File: src/hw/rtl/sfr_pkg.sv
// ----------------------------------------------------------------------------
// sfr_pkg
// Shared types and constants for the sum-checked frame receiver.
// ----------------------------------------------------------------------------
`default_nettype none

package sfr_pkg;

  localparam int BYTE_W            = 8;
  localparam int POS_OUT_W         = 5;
  localparam int MAX_FRAME_LEN_DEF = 24;

  localparam logic [BYTE_W-1:0] FRAME_HEADER = 8'h68;

  typedef enum logic [1:0] {
    ST_BUSY = 2'd0,
    ST_GOOD = 2'd1,
    ST_BAD  = 2'd2
  } status_t;

  // frame state apart from the position counter
  typedef struct packed {
    logic [BYTE_W-1:0] len;
    logic              len_known;
    logic [BYTE_W-1:0] sum;
  } sfr_state_t;

endpackage

`default_nettype wire

File: src/hw/rtl/sfr_if.sv
// ----------------------------------------------------------------------------
// sfr channels
// Valid/ready channels for received bytes, per-byte results and the
// device address write port.
// ----------------------------------------------------------------------------
`default_nettype none

interface sfr_in_if;
  import sfr_pkg::*;
  logic              valid;
  logic              ready;
  logic [BYTE_W-1:0] rx_byte;
  modport source (output valid, output rx_byte, input ready);
  modport sink   (input valid, input rx_byte, output ready);
endinterface

interface sfr_out_if;
  import sfr_pkg::*;
  logic                 valid;
  logic                 ready;
  logic [1:0]           status;
  logic [POS_OUT_W-1:0] position;
  logic [BYTE_W-1:0]    byte_out;
  modport source (output valid, output status, output position, output byte_out,
                  input ready);
  modport sink   (input valid, input status, input position, input byte_out,
                  output ready);
endinterface

interface sfr_cfg_if;
  import sfr_pkg::*;
  logic              valid;
  logic              ready;
  logic [BYTE_W-1:0] device_address;
  modport source (output valid, output device_address, input ready);
  modport sink   (input valid, input device_address, output ready);
endinterface

`default_nettype wire

File: src/hw/rtl/sfr_decoder.sv
// ----------------------------------------------------------------------------
// sfr_decoder
// Per-byte frame check: header, length, address and checksum, giving the
// byte's status and the next frame state.
// ----------------------------------------------------------------------------
`default_nettype none

module sfr_decoder #(
  parameter int MAX_FRAME_LEN = sfr_pkg::MAX_FRAME_LEN_DEF,
  parameter int POS_W         = $clog2(MAX_FRAME_LEN + 1)
) (
  input  wire logic [POS_W-1:0]          pos,
  input  wire sfr_pkg::sfr_state_t       state,
  input  wire logic [sfr_pkg::BYTE_W-1:0] rx_byte,
  input  wire logic [sfr_pkg::BYTE_W-1:0] device_address,
  output sfr_pkg::status_t               status,
  output logic [POS_W-1:0]               pos_nxt,
  output sfr_pkg::sfr_state_t            state_nxt
);
  import sfr_pkg::*;

  localparam logic [BYTE_W-1:0] MAX_LEN = BYTE_W'(MAX_FRAME_LEN);

  logic              done;
  logic [BYTE_W-1:0] len_c;
  logic              known_c;
  logic [BYTE_W-1:0] pos_ext;

  assign pos_ext = BYTE_W'(pos);

  always_comb begin
    done    = 1'b0;
    status  = ST_BUSY;
    len_c   = state.len;
    known_c = state.len_known;

    if (pos == '0) begin
      if (rx_byte != FRAME_HEADER) begin
        status = ST_BAD;
        done   = 1'b1;
      end
    end else begin
      if (pos == POS_W'(1)) begin
        if (rx_byte == '0 || rx_byte > MAX_LEN) begin
          status = ST_BAD;
          done   = 1'b1;
        end else begin
          len_c   = rx_byte;
          known_c = 1'b1;
        end
      end else if (pos == POS_W'(2) && rx_byte != device_address) begin
        status = ST_BAD;
        done   = 1'b1;
      end
      // checksum byte at the end of the frame
      if (!done && (!known_c || pos_ext >= len_c)) begin
        status = (known_c && rx_byte == state.sum) ? ST_GOOD : ST_BAD;
        done   = 1'b1;
      end
    end

    if (done) begin
      pos_nxt   = '0;
      state_nxt = '0;
    end else begin
      pos_nxt             = POS_W'(pos + 1'b1);
      state_nxt.len       = len_c;
      state_nxt.len_known = known_c;
      state_nxt.sum       = (pos != '0) ? BYTE_W'(state.sum + rx_byte) : state.sum;
    end
  end

endmodule

`default_nettype wire

File: src/hw/rtl/sum_checked_frame_receiver.sv
// ----------------------------------------------------------------------------
// sum_checked_frame_receiver
// Tracks length-prefixed frames in a stream of received bytes and reports a
// status, position and the byte itself for every beat.
// ----------------------------------------------------------------------------
// each accepted byte's result beat is registered and shows up in the cycle after the byte is accepted
// throughput: one byte per cycle while result beats are taken, set by the registered frame state update
// the result register frees the input whenever its beat is taken or empty
// reset: frame state, device address and result valid clear to zero
`default_nettype none

module sum_checked_frame_receiver #(
  parameter int MAX_FRAME_LEN = sfr_pkg::MAX_FRAME_LEN_DEF
) (
  input  wire logic  clk,
  input  wire logic  rst_n,
  sfr_in_if.sink     in_ch,
  sfr_out_if.source  out_ch,
  sfr_cfg_if.sink    cfg_ch
);
  import sfr_pkg::*;

  localparam int POS_W = $clog2(MAX_FRAME_LEN + 1);

  logic [POS_W-1:0]     pos_r, pos_nxt;
  sfr_state_t           state_r, state_nxt;
  logic [BYTE_W-1:0]    addr_r;
  logic                 out_valid_r;
  status_t              out_status_r;
  logic [POS_OUT_W-1:0] out_pos_r;
  logic [BYTE_W-1:0]    out_byte_r;
  status_t              status_c;
  logic                 in_fire;

  sfr_decoder #(
    .MAX_FRAME_LEN (MAX_FRAME_LEN),
    .POS_W         (POS_W)
  ) u_decoder (
    .pos            (pos_r),
    .state          (state_r),
    .rx_byte        (in_ch.rx_byte),
    .device_address (addr_r),
    .status         (status_c),
    .pos_nxt        (pos_nxt),
    .state_nxt      (state_nxt)
  );

  assign in_ch.ready  = !out_valid_r || out_ch.ready;
  assign in_fire      = in_ch.valid && in_ch.ready;
  assign cfg_ch.ready = 1'b1;

  assign out_ch.valid    = out_valid_r;
  assign out_ch.status   = out_status_r;
  assign out_ch.position = out_pos_r;
  assign out_ch.byte_out = out_byte_r;

  always_ff @(posedge clk) begin
    if (!rst_n) begin
      pos_r       <= '0;
      state_r     <= '0;
      addr_r      <= '0;
      out_valid_r <= 1'b0;
    end else begin
      if (cfg_ch.valid) begin
        addr_r <= cfg_ch.device_address;
      end
      if (in_fire) begin
        pos_r       <= pos_nxt;
        state_r     <= state_nxt;
        out_valid_r <= 1'b1;
      end else if (out_ch.ready) begin
        out_valid_r <= 1'b0;
      end
    end
  end

  // result payload
  always_ff @(posedge clk) begin
    if (in_fire) begin
      out_status_r <= status_c;
      out_pos_r    <= POS_OUT_W'(pos_r);
      out_byte_r   <= in_ch.rx_byte;
    end
  end

  a_end_restarts: assert property (@(posedge clk) disable iff (!rst_n)
    in_fire && status_c != ST_BUSY |=> pos_r == '0 && state_r == '0)
    else $error("frame end or reject did not restart the receiver");

  a_busy_advances: assert property (@(posedge clk) disable iff (!rst_n)
    in_fire && status_c == ST_BUSY |=> pos_r == POS_W'($past(pos_r) + 1'b1))
    else $error("in-progress beat did not advance position");

  a_pos_bound: assert property (@(posedge clk) disable iff (!rst_n)
    BYTE_W'(pos_r) <= BYTE_W'(MAX_FRAME_LEN))
    else $error("frame position beyond maximum frame length");

  a_header_seen: assert property (@(posedge clk) disable iff (!rst_n)
    in_fire && pos_r == '0 && status_c == ST_BUSY |-> in_ch.rx_byte == FRAME_HEADER)
    else $error("frame started without header byte");

  a_len_known: assert property (@(posedge clk) disable iff (!rst_n)
    BYTE_W'(pos_r) >= BYTE_W'(2) |-> state_r.len_known && state_r.len != '0)
    else $error("frame past length byte without a known length");

endmodule

`default_nettype wire
File: src/flat_wrapper.sv
// flat-port wrapper written by rule: the top's interface ports become plain ports
module sum_checked_frame_receiver_flat import sfr_pkg::*;
#(
  parameter int MAX_FRAME_LEN = sfr_pkg::MAX_FRAME_LEN_DEF
)
  (clk, rst_n, in_ch_valid, in_ch_rx_byte, in_ch_ready, out_ch_valid, out_ch_status, out_ch_position, out_ch_byte_out, out_ch_ready, cfg_ch_valid, cfg_ch_device_address, cfg_ch_ready);
  sfr_in_if in_ch_i ();
  sfr_out_if out_ch_i ();
  sfr_cfg_if cfg_ch_i ();
  input  wire logic clk;
  input  wire logic rst_n;
  input wire logic [$bits(in_ch_i.valid)-1:0] in_ch_valid;
  input wire logic [$bits(in_ch_i.rx_byte)-1:0] in_ch_rx_byte;
  output wire logic [$bits(in_ch_i.ready)-1:0] in_ch_ready;
  output wire logic [$bits(out_ch_i.valid)-1:0] out_ch_valid;
  output wire logic [$bits(out_ch_i.status)-1:0] out_ch_status;
  output wire logic [$bits(out_ch_i.position)-1:0] out_ch_position;
  output wire logic [$bits(out_ch_i.byte_out)-1:0] out_ch_byte_out;
  input wire logic [$bits(out_ch_i.ready)-1:0] out_ch_ready;
  input wire logic [$bits(cfg_ch_i.valid)-1:0] cfg_ch_valid;
  input wire logic [$bits(cfg_ch_i.device_address)-1:0] cfg_ch_device_address;
  output wire logic [$bits(cfg_ch_i.ready)-1:0] cfg_ch_ready;
  assign in_ch_i.valid = in_ch_valid;
  assign in_ch_i.rx_byte = in_ch_rx_byte;
  assign in_ch_ready = in_ch_i.ready;
  assign out_ch_valid = out_ch_i.valid;
  assign out_ch_status = out_ch_i.status;
  assign out_ch_position = out_ch_i.position;
  assign out_ch_byte_out = out_ch_i.byte_out;
  assign out_ch_i.ready = out_ch_ready;
  assign cfg_ch_i.valid = cfg_ch_valid;
  assign cfg_ch_i.device_address = cfg_ch_device_address;
  assign cfg_ch_ready = cfg_ch_i.ready;
  sum_checked_frame_receiver #(.MAX_FRAME_LEN(MAX_FRAME_LEN)) u_core (.clk(clk), .rst_n(rst_n), .in_ch(in_ch_i), .out_ch(out_ch_i), .cfg_ch(cfg_ch_i));
endmodule
File: config.mk
export PLATFORM = sky130hd
export DESIGN_NAME = sum_checked_frame_receiver_flat
export DESIGN_NICKNAME = d
export VERILOG_FILES = /design/src/hw/rtl/sfr_pkg.sv /design/src/hw/rtl/sfr_if.sv /design/src/hw/rtl/sfr_decoder.sv /design/src/hw/rtl/sum_checked_frame_receiver.sv /design/src/flat_wrapper.sv
export SDC_FILE = /design/constraint.sdc
export NUM_CORES = 1
export LEC_CHECK = 0
export BUFFER_PORTS_ARGS = -buffer_cell sky130_fd_sc_hd__buf_4
export CAP_MARGIN = 20
export CORE_AREA = 2 2 77 79
export DETAILED_ROUTE_END_ITERATION = 8
export DIE_AREA = 0 0 79 81
export GPL_TIMING_DRIVEN = 1
export PLACE_DENSITY = 0.64
export REMOVE_ABC_BUFFERS = 1
export SYNTH_ARGS = -nofsm -noshare
export SYNTH_HDL_FRONTEND = slang
export SYNTH_SLANG_ARGS = --single-unit
File: constraint.sdc
create_clock -name clk -period 4.9 [get_ports clk]
set_input_delay 0.245 -clock clk [delete_from_list [all_inputs] [get_ports clk]]
set_output_delay 0.245 -clock clk [all_outputs]
set_load 0.01 [all_outputs]
**Yosys cells after proc, flatten, opt, wreduce, memory -nomap -nowiden**

Index checks and enable logic that the tools add are counted.

- Register bits after elaboration: 46
- Latch bits: 0
- Bits in writable memories: 0
- Bits in read-only memories: 0
- Logic and storage cells: 63
- Memories kept: 0

- Add/subtract/negate cells: 2
- Multipliers: 0
- Divide/modulo/power cells: 0
- $lt $le $gt $ge: 2
- Eq/ne operators: 6
- Shifts and indexed selects: 0
- Mux-type cells: 27
- Bitwise logic cells: 0
- Reduce and logical (&&, ||, !) cells: 17

Operator list:

| cell | number |
|---|---|
| $mux 8 | 5 |
| $mux 17 | 1 |
| $mux 2 | 7 |
| $mux 1 | 13 |
| $add 8x8->8 | 1 |
| $eq 8x8->1 | 1 |
| $ge 5x8->1 | 1 |
| $gt 8x5->1 const B | 1 |
| $logic_not 8->1 | 1 |
| $ne 8x7->1 const B | 1 |
| $ne 8x8->1 | 1 |
| $add 5x1->5 const B | 1 |
| $eq 5x1->1 const B | 1 |
| $eq 5x2->1 const B | 1 |
| $logic_not 5->1 | 1 |
| $mux 5 | 1 |
| $reduce_bool 5->1 | 1 |
| $logic_and 1x1->1 | 4 |
| $reduce_and 2->1 | 2 |
| $reduce_bool 2->1 | 2 |
| $logic_not 1->1 | 3 |
| $logic_or 1x1->1 | 3 |
| $ne 2x2->1 const B | 1 |

**Logic depth before layout (Yosys ltp)**

- Depth after elaboration: 12
- Mapped depth: 14
- Mapped depth without buffers: 12

**Cells and area by module**

From an unflattened synthesis, not the netlist that was laid out.

- Cell total of the unflattened synthesis: 282
- Area, all modules: 2750.1 um2

Modules (own cells, without submodules):

| module | instances | cells an instance | area an instance (um2) | sequential area each (um2) |
|---|---|---|---|---|
| sum_checked_frame_receiver | 1 | 144 | 1712.9 | 1071.0 |
| sfr_decoder | 1 | 138 | 1037.2 | 0.0 |

**Worst setup path before layout**

No wires, ideal clock.

- Path type: reg-to-reg
- From: register u_core.pos_r[1]
- To: register u_core.out_status_r[1], in the netlist u_core.out_ch.status[1], data pin
- Setup time: 0.260 ns
- Arrival time: 3.020 ns
- Data required time: 4.640 ns
- Slack: 1.620 ns
- Cell stages (with the launch flop): 14
- Buffers on the path: 2
- Path through: dfxtp_1 inv_1 ha_1 or3b_2 a2111o_1 buf_6 mux2_2 ha_1 nand2b_1 a31oi_1 o21ai_0 a31oi_4 buf_6 a21oi_1

- Word-level cells in the longest chain between the ends: 9
- Elaborated cells between the ends (all ways): 22
- Classes of those cells: order compare (1); eq/ne (2); mux (12); reduce/logical (7)

RTL lines:

| element | RTL line | source |
|---|---|---|
| from (decl) | sum_checked_frame_receiver.sv:25 | `logic [POS_W-1:0] pos_r, pos_nxt;` |
| from (signal assigned) | sum_checked_frame_receiver.sv:68 | `pos_r <= pos_nxt;` |
| branches (longest 8 deep; another with $ge 5x8->1) | -- |  |
| $mux 2 (*) | sfr_decoder.sv:37 | `if (pos == '0) begin` |
| named net u_core.status_c[1] | sum_checked_frame_receiver.sv:32 | `status_t status_c;` |
| to (signal assigned) | sum_checked_frame_receiver.sv:80 | `out_status_r <= status_c;` |
| to (decl) | sum_checked_frame_receiver.sv:29 | `status_t out_status_r;` |

Mark *: on every way through the listed nets, which the timed path passes. The select of a mux whose other input is x is not followed.
A chain may end at the register's enable or synchronous reset.

**Final worst setup path**

- From: register u_core.pos_r[1]
- To: register u_core.state_r[2] (netlist bit)

- Word-level cells in the longest chain between the ends: 11
- Elaborated cells between the ends (all ways): 22
- Classes of those cells: order compare (1); eq/ne (2); mux (10); reduce/logical (9)

RTL lines:

| element | RTL line | source |
|---|---|---|
| branches (longest 11 deep; another with $ge 5x8->1) | -- |  |
| to (signal assigned) | sum_checked_frame_receiver.sv:69 | `state_r <= state_nxt;` |
| to (decl) | sum_checked_frame_receiver.sv:26 | `sfr_state_t state_r, state_nxt;` |

Several ways; the timed one is not identified. The select of a mux whose other input is x is not followed.

==> results.md <==
- Status: completed
- DRC Markers: 0
- I/O pin cnt: 39
- Vias per inst: approximately 5.5
- Effective utilization at floorplan: 0.430
- Routed WL per cell: about 15 um
- Syn Area/Cell: between 9 and 10 um2
- CTS Buffer Depth: 2
- Layout area overhead: 17.0%
- Post-synth top flop: dfxtp_1
- Crit path kind: register to register
- Synth Warn #: 0
- Worst skew pair latency: around 0.30 ns
- Share of the yosys chip area belonging to registers: 0.439
- Leakage: 1.18 nW
- Crit path launch type: register
- DRT Pass-1 Iters: 4
- Port Buffers: 37
- CTS tree: yes
- PwrDens: approximately 270 nW/um2
- Top-area cell type share of the netlist area: 0.254
- Detailed placement HPWL: 3670 um
- Nets@finish: about 320
- Post-DRT Antenna Nets: 0
- Root Buffer: clkbuf_8
- Worst relative slew slack: 0.467
- Ant. Diodes: 0
- Setup crit end kind: register
- Yosys top cell by area: dfxtp_1
- Mapped Area: ~2400 um2
- Fmax: ~270 MHz
- Placed Cells: 348
- Clock Skew: just under 0.005 ns
- Count leader, synth: dfxtp_1
- Final setup fails: 0
- Antenna violations before repair: 0
- Post-synthesis cell type count: slightly above 50
- Period minus WS final: 3.68 ns
- Cts hold-fix bufs: 0
- Post-synth EDFFs: 15
- FILL cells: 543
- DR iter-0 viols: 175
- Critical Path Fanout Max: 18
- Count of state elements after synthesis: 46
- Fin cells: 356
- Syn Inst Count: 248
- Worst Path Arrival: approximately 3.9 ns
- Unrepaired setup endpoints after global routing: no
- IR Drop Worst-Case VDD: ~0.00013 V
- Sink Count: 46
- Largest net degree at the start of global routing: 27
- Pre-CTS setup slack: roughly 1.2 ns
- Total Routing Usage GR: 0.166
- Gr ovfl total: 0
- Total Neg Setup Slack: 0 ns
- First-pass GRT wire length: just over 8000 um
- Final Max Slew Viols: 0
- Fin. Hold Viols: 0
- Final Routed Wirelength: about 5200 um
- Gpl congestion: between 0.8 and 0.9
- Clock-pin slew on the worst setup and hold paths: approximately 0.08 ns
- Worst min-delay path class: primary input to register
- Final period util: 0.751
- Vias in the first global route: ~1700
- Die width: around 79 um
- Core Footprint: 5680 um2
- CTS Buf Count: 5
- H-tree Lvls: 2
- Die Ht: roughly 80 um
- Row count: 28
- Hold WS: between 0.15 and 0.2 ns
- Die area: between 6000 and 7000 um2
- Setup WS post-layout: ~1.2 ns
- Layout cell share with drive strength beyond 1: 0.185
- Total setup buffers inserted after CTS: 0
- Worst Path Required: between 5 and 6 ns
- MaxCap Viol Count: 0
- Async SR Flop Fraction: 0
- Vias: ~2000
- Post-CTS Resized: 0
- Worst Tran Pin Value: roughly 0.8 ns
- Synth cell count leaders: dfxtp_1 (31), nor2_1 (26), nand2_1 (20), a21oi_1 (17), ha_1 (16)
- Top cells by area, synth: dfxtp_1 (25%), edfxtp_1 (18%), ha_1 (8.2%), xor2_1 (5.0%), mux2i_1 (4.1%)
## worst max-delay path, cell delays in order (launching register included)
cell and delay (ns):
dfxtp_1 0.37, inv_1 0.10, ha_1 0.18, or3b_2 0.51, a2111o_1 0.46, mux2_2 0.34
ha_1 0.27, nand2b_1 0.14, a31oi_1 0.15, o21ai_0 0.19, a31oi_4 0.54, nand4_1 0.16
a21oi_1 0.17
## report_power, final
| part | switching, mW | internal [mW] |
|---|---|---|
| registers | 0.00434 | 0.404 |
| clock network | 0.126 | 0.150 |
| logic | 0.0459 | 0.0334 |
| total | 0.176 | 0.588 |
## layer usage
layer	track usage	up-vias	wire length [um]	part of all wire
li1	-	977	-	-
met1	0.220	916	2420	0.47
met5	0	-	0	0
met2	0.278	51	2420	0.47
met3	0.0311	6	253	0.049
met4	0.0500	0	66	0.013
## final timing paths
path	startpoint	end	slack [ns]	cells past startpoint
min	cfg_ch_device_address[7]	u_core.addr_r[7]$_SDFFE_PN0P_	0.18	3
min reg2reg	u_core.state_r[15]$_SDFFE_PN0P_	u_core.state_r[15]$_SDFFE_PN0P_	0.43	2
max	u_core.pos_r[1]$_SDFFE_PN0P_	u_core.state_r[2]$_SDFFE_PN0P_	1.22	12
max reg2reg	u_core.pos_r[1]$_SDFFE_PN0P_	u_core.state_r[2]$_SDFFE_PN0P_	1.22	12
## through the flow
stage	power [mW]	util	cell area, um2
floorplan	0.455	-	2370
global placement	0.497	0.483	2740
detailed placement	0.498	0.483	2740
CTS	0.774	0.503	2850
global route	0.796	0.503	2850
finish	0.764	0.503	2850
## layout make-up
type / instances / area, um2 / area share
multi-input combinational: 183 / 1270 / 0.447
sequential: 46 / 1070 / 0.375
timing repair buffer: 37 / 278 / 0.0974
tap: 75 / 93.8 / 0.0329
clock buffer: 5 / 68.8 / 0.0241
clock inverter: 3 / 40.0 / 0.0140
inverter: 7 / 26.3 / 0.00921
## kinds of logic (layout without fill, tap and decap cells)
| logic type | count (synthesis) | count (layout) | synth area share |
|---|---|---|---|
| flip-flops | 46 | 46 | 0.439 |
| adder cells (fa/ha/maj) | 17 | 17 | 0.0903 |
| multiplexers | 11 | 11 | 0.0457 |
| AND/OR/NAND/NOR | 91 | 91 | 0.193 |
| XOR/XNOR | 18 | 18 | 0.0646 |
| other | 1 | 1 | 0.00154 |
| buffers and inverters | 19 | 52 | 0.0380 |
| AO/OA/AOI/OAI | 45 | 45 | 0.127 |
## placed cells by master, fill, tap and decap left out, drive strengths merged, types with 2 or more instances in the layout
cell    synthesis  routed
a21oi          17      17
buf             7      37
a211o           2       2
nand2          20      20
o21ai           3       3
xor2           14      14
mux2i          10      10
clkbuf          5       5
nor4            5       5
xnor2           4       4
edfxtp         15      15
nand4          14      14
nor2           26      26
ha             16      16
inv             5       5
clkinv          2       4
a32oi           4       4
a21o            3       3
or4             2       2
a31oi           8       8
nand2b          2       2
nand3           4       4
o32ai           2       2
dfxtp          31      31
nor3            7       7
## flip-flops by register name, indices dropped and copies added, names as in the netlist
register,flops
u_core.out_ch.byte_out,8
u_core.out_ch.position,5
u_core.out_ch.status,2
u_core.addr_r,8
u_core.out_ch.valid,1
u_core.state_r,17
u_core.pos_r,5
Power figures use the tool's default switching activity.
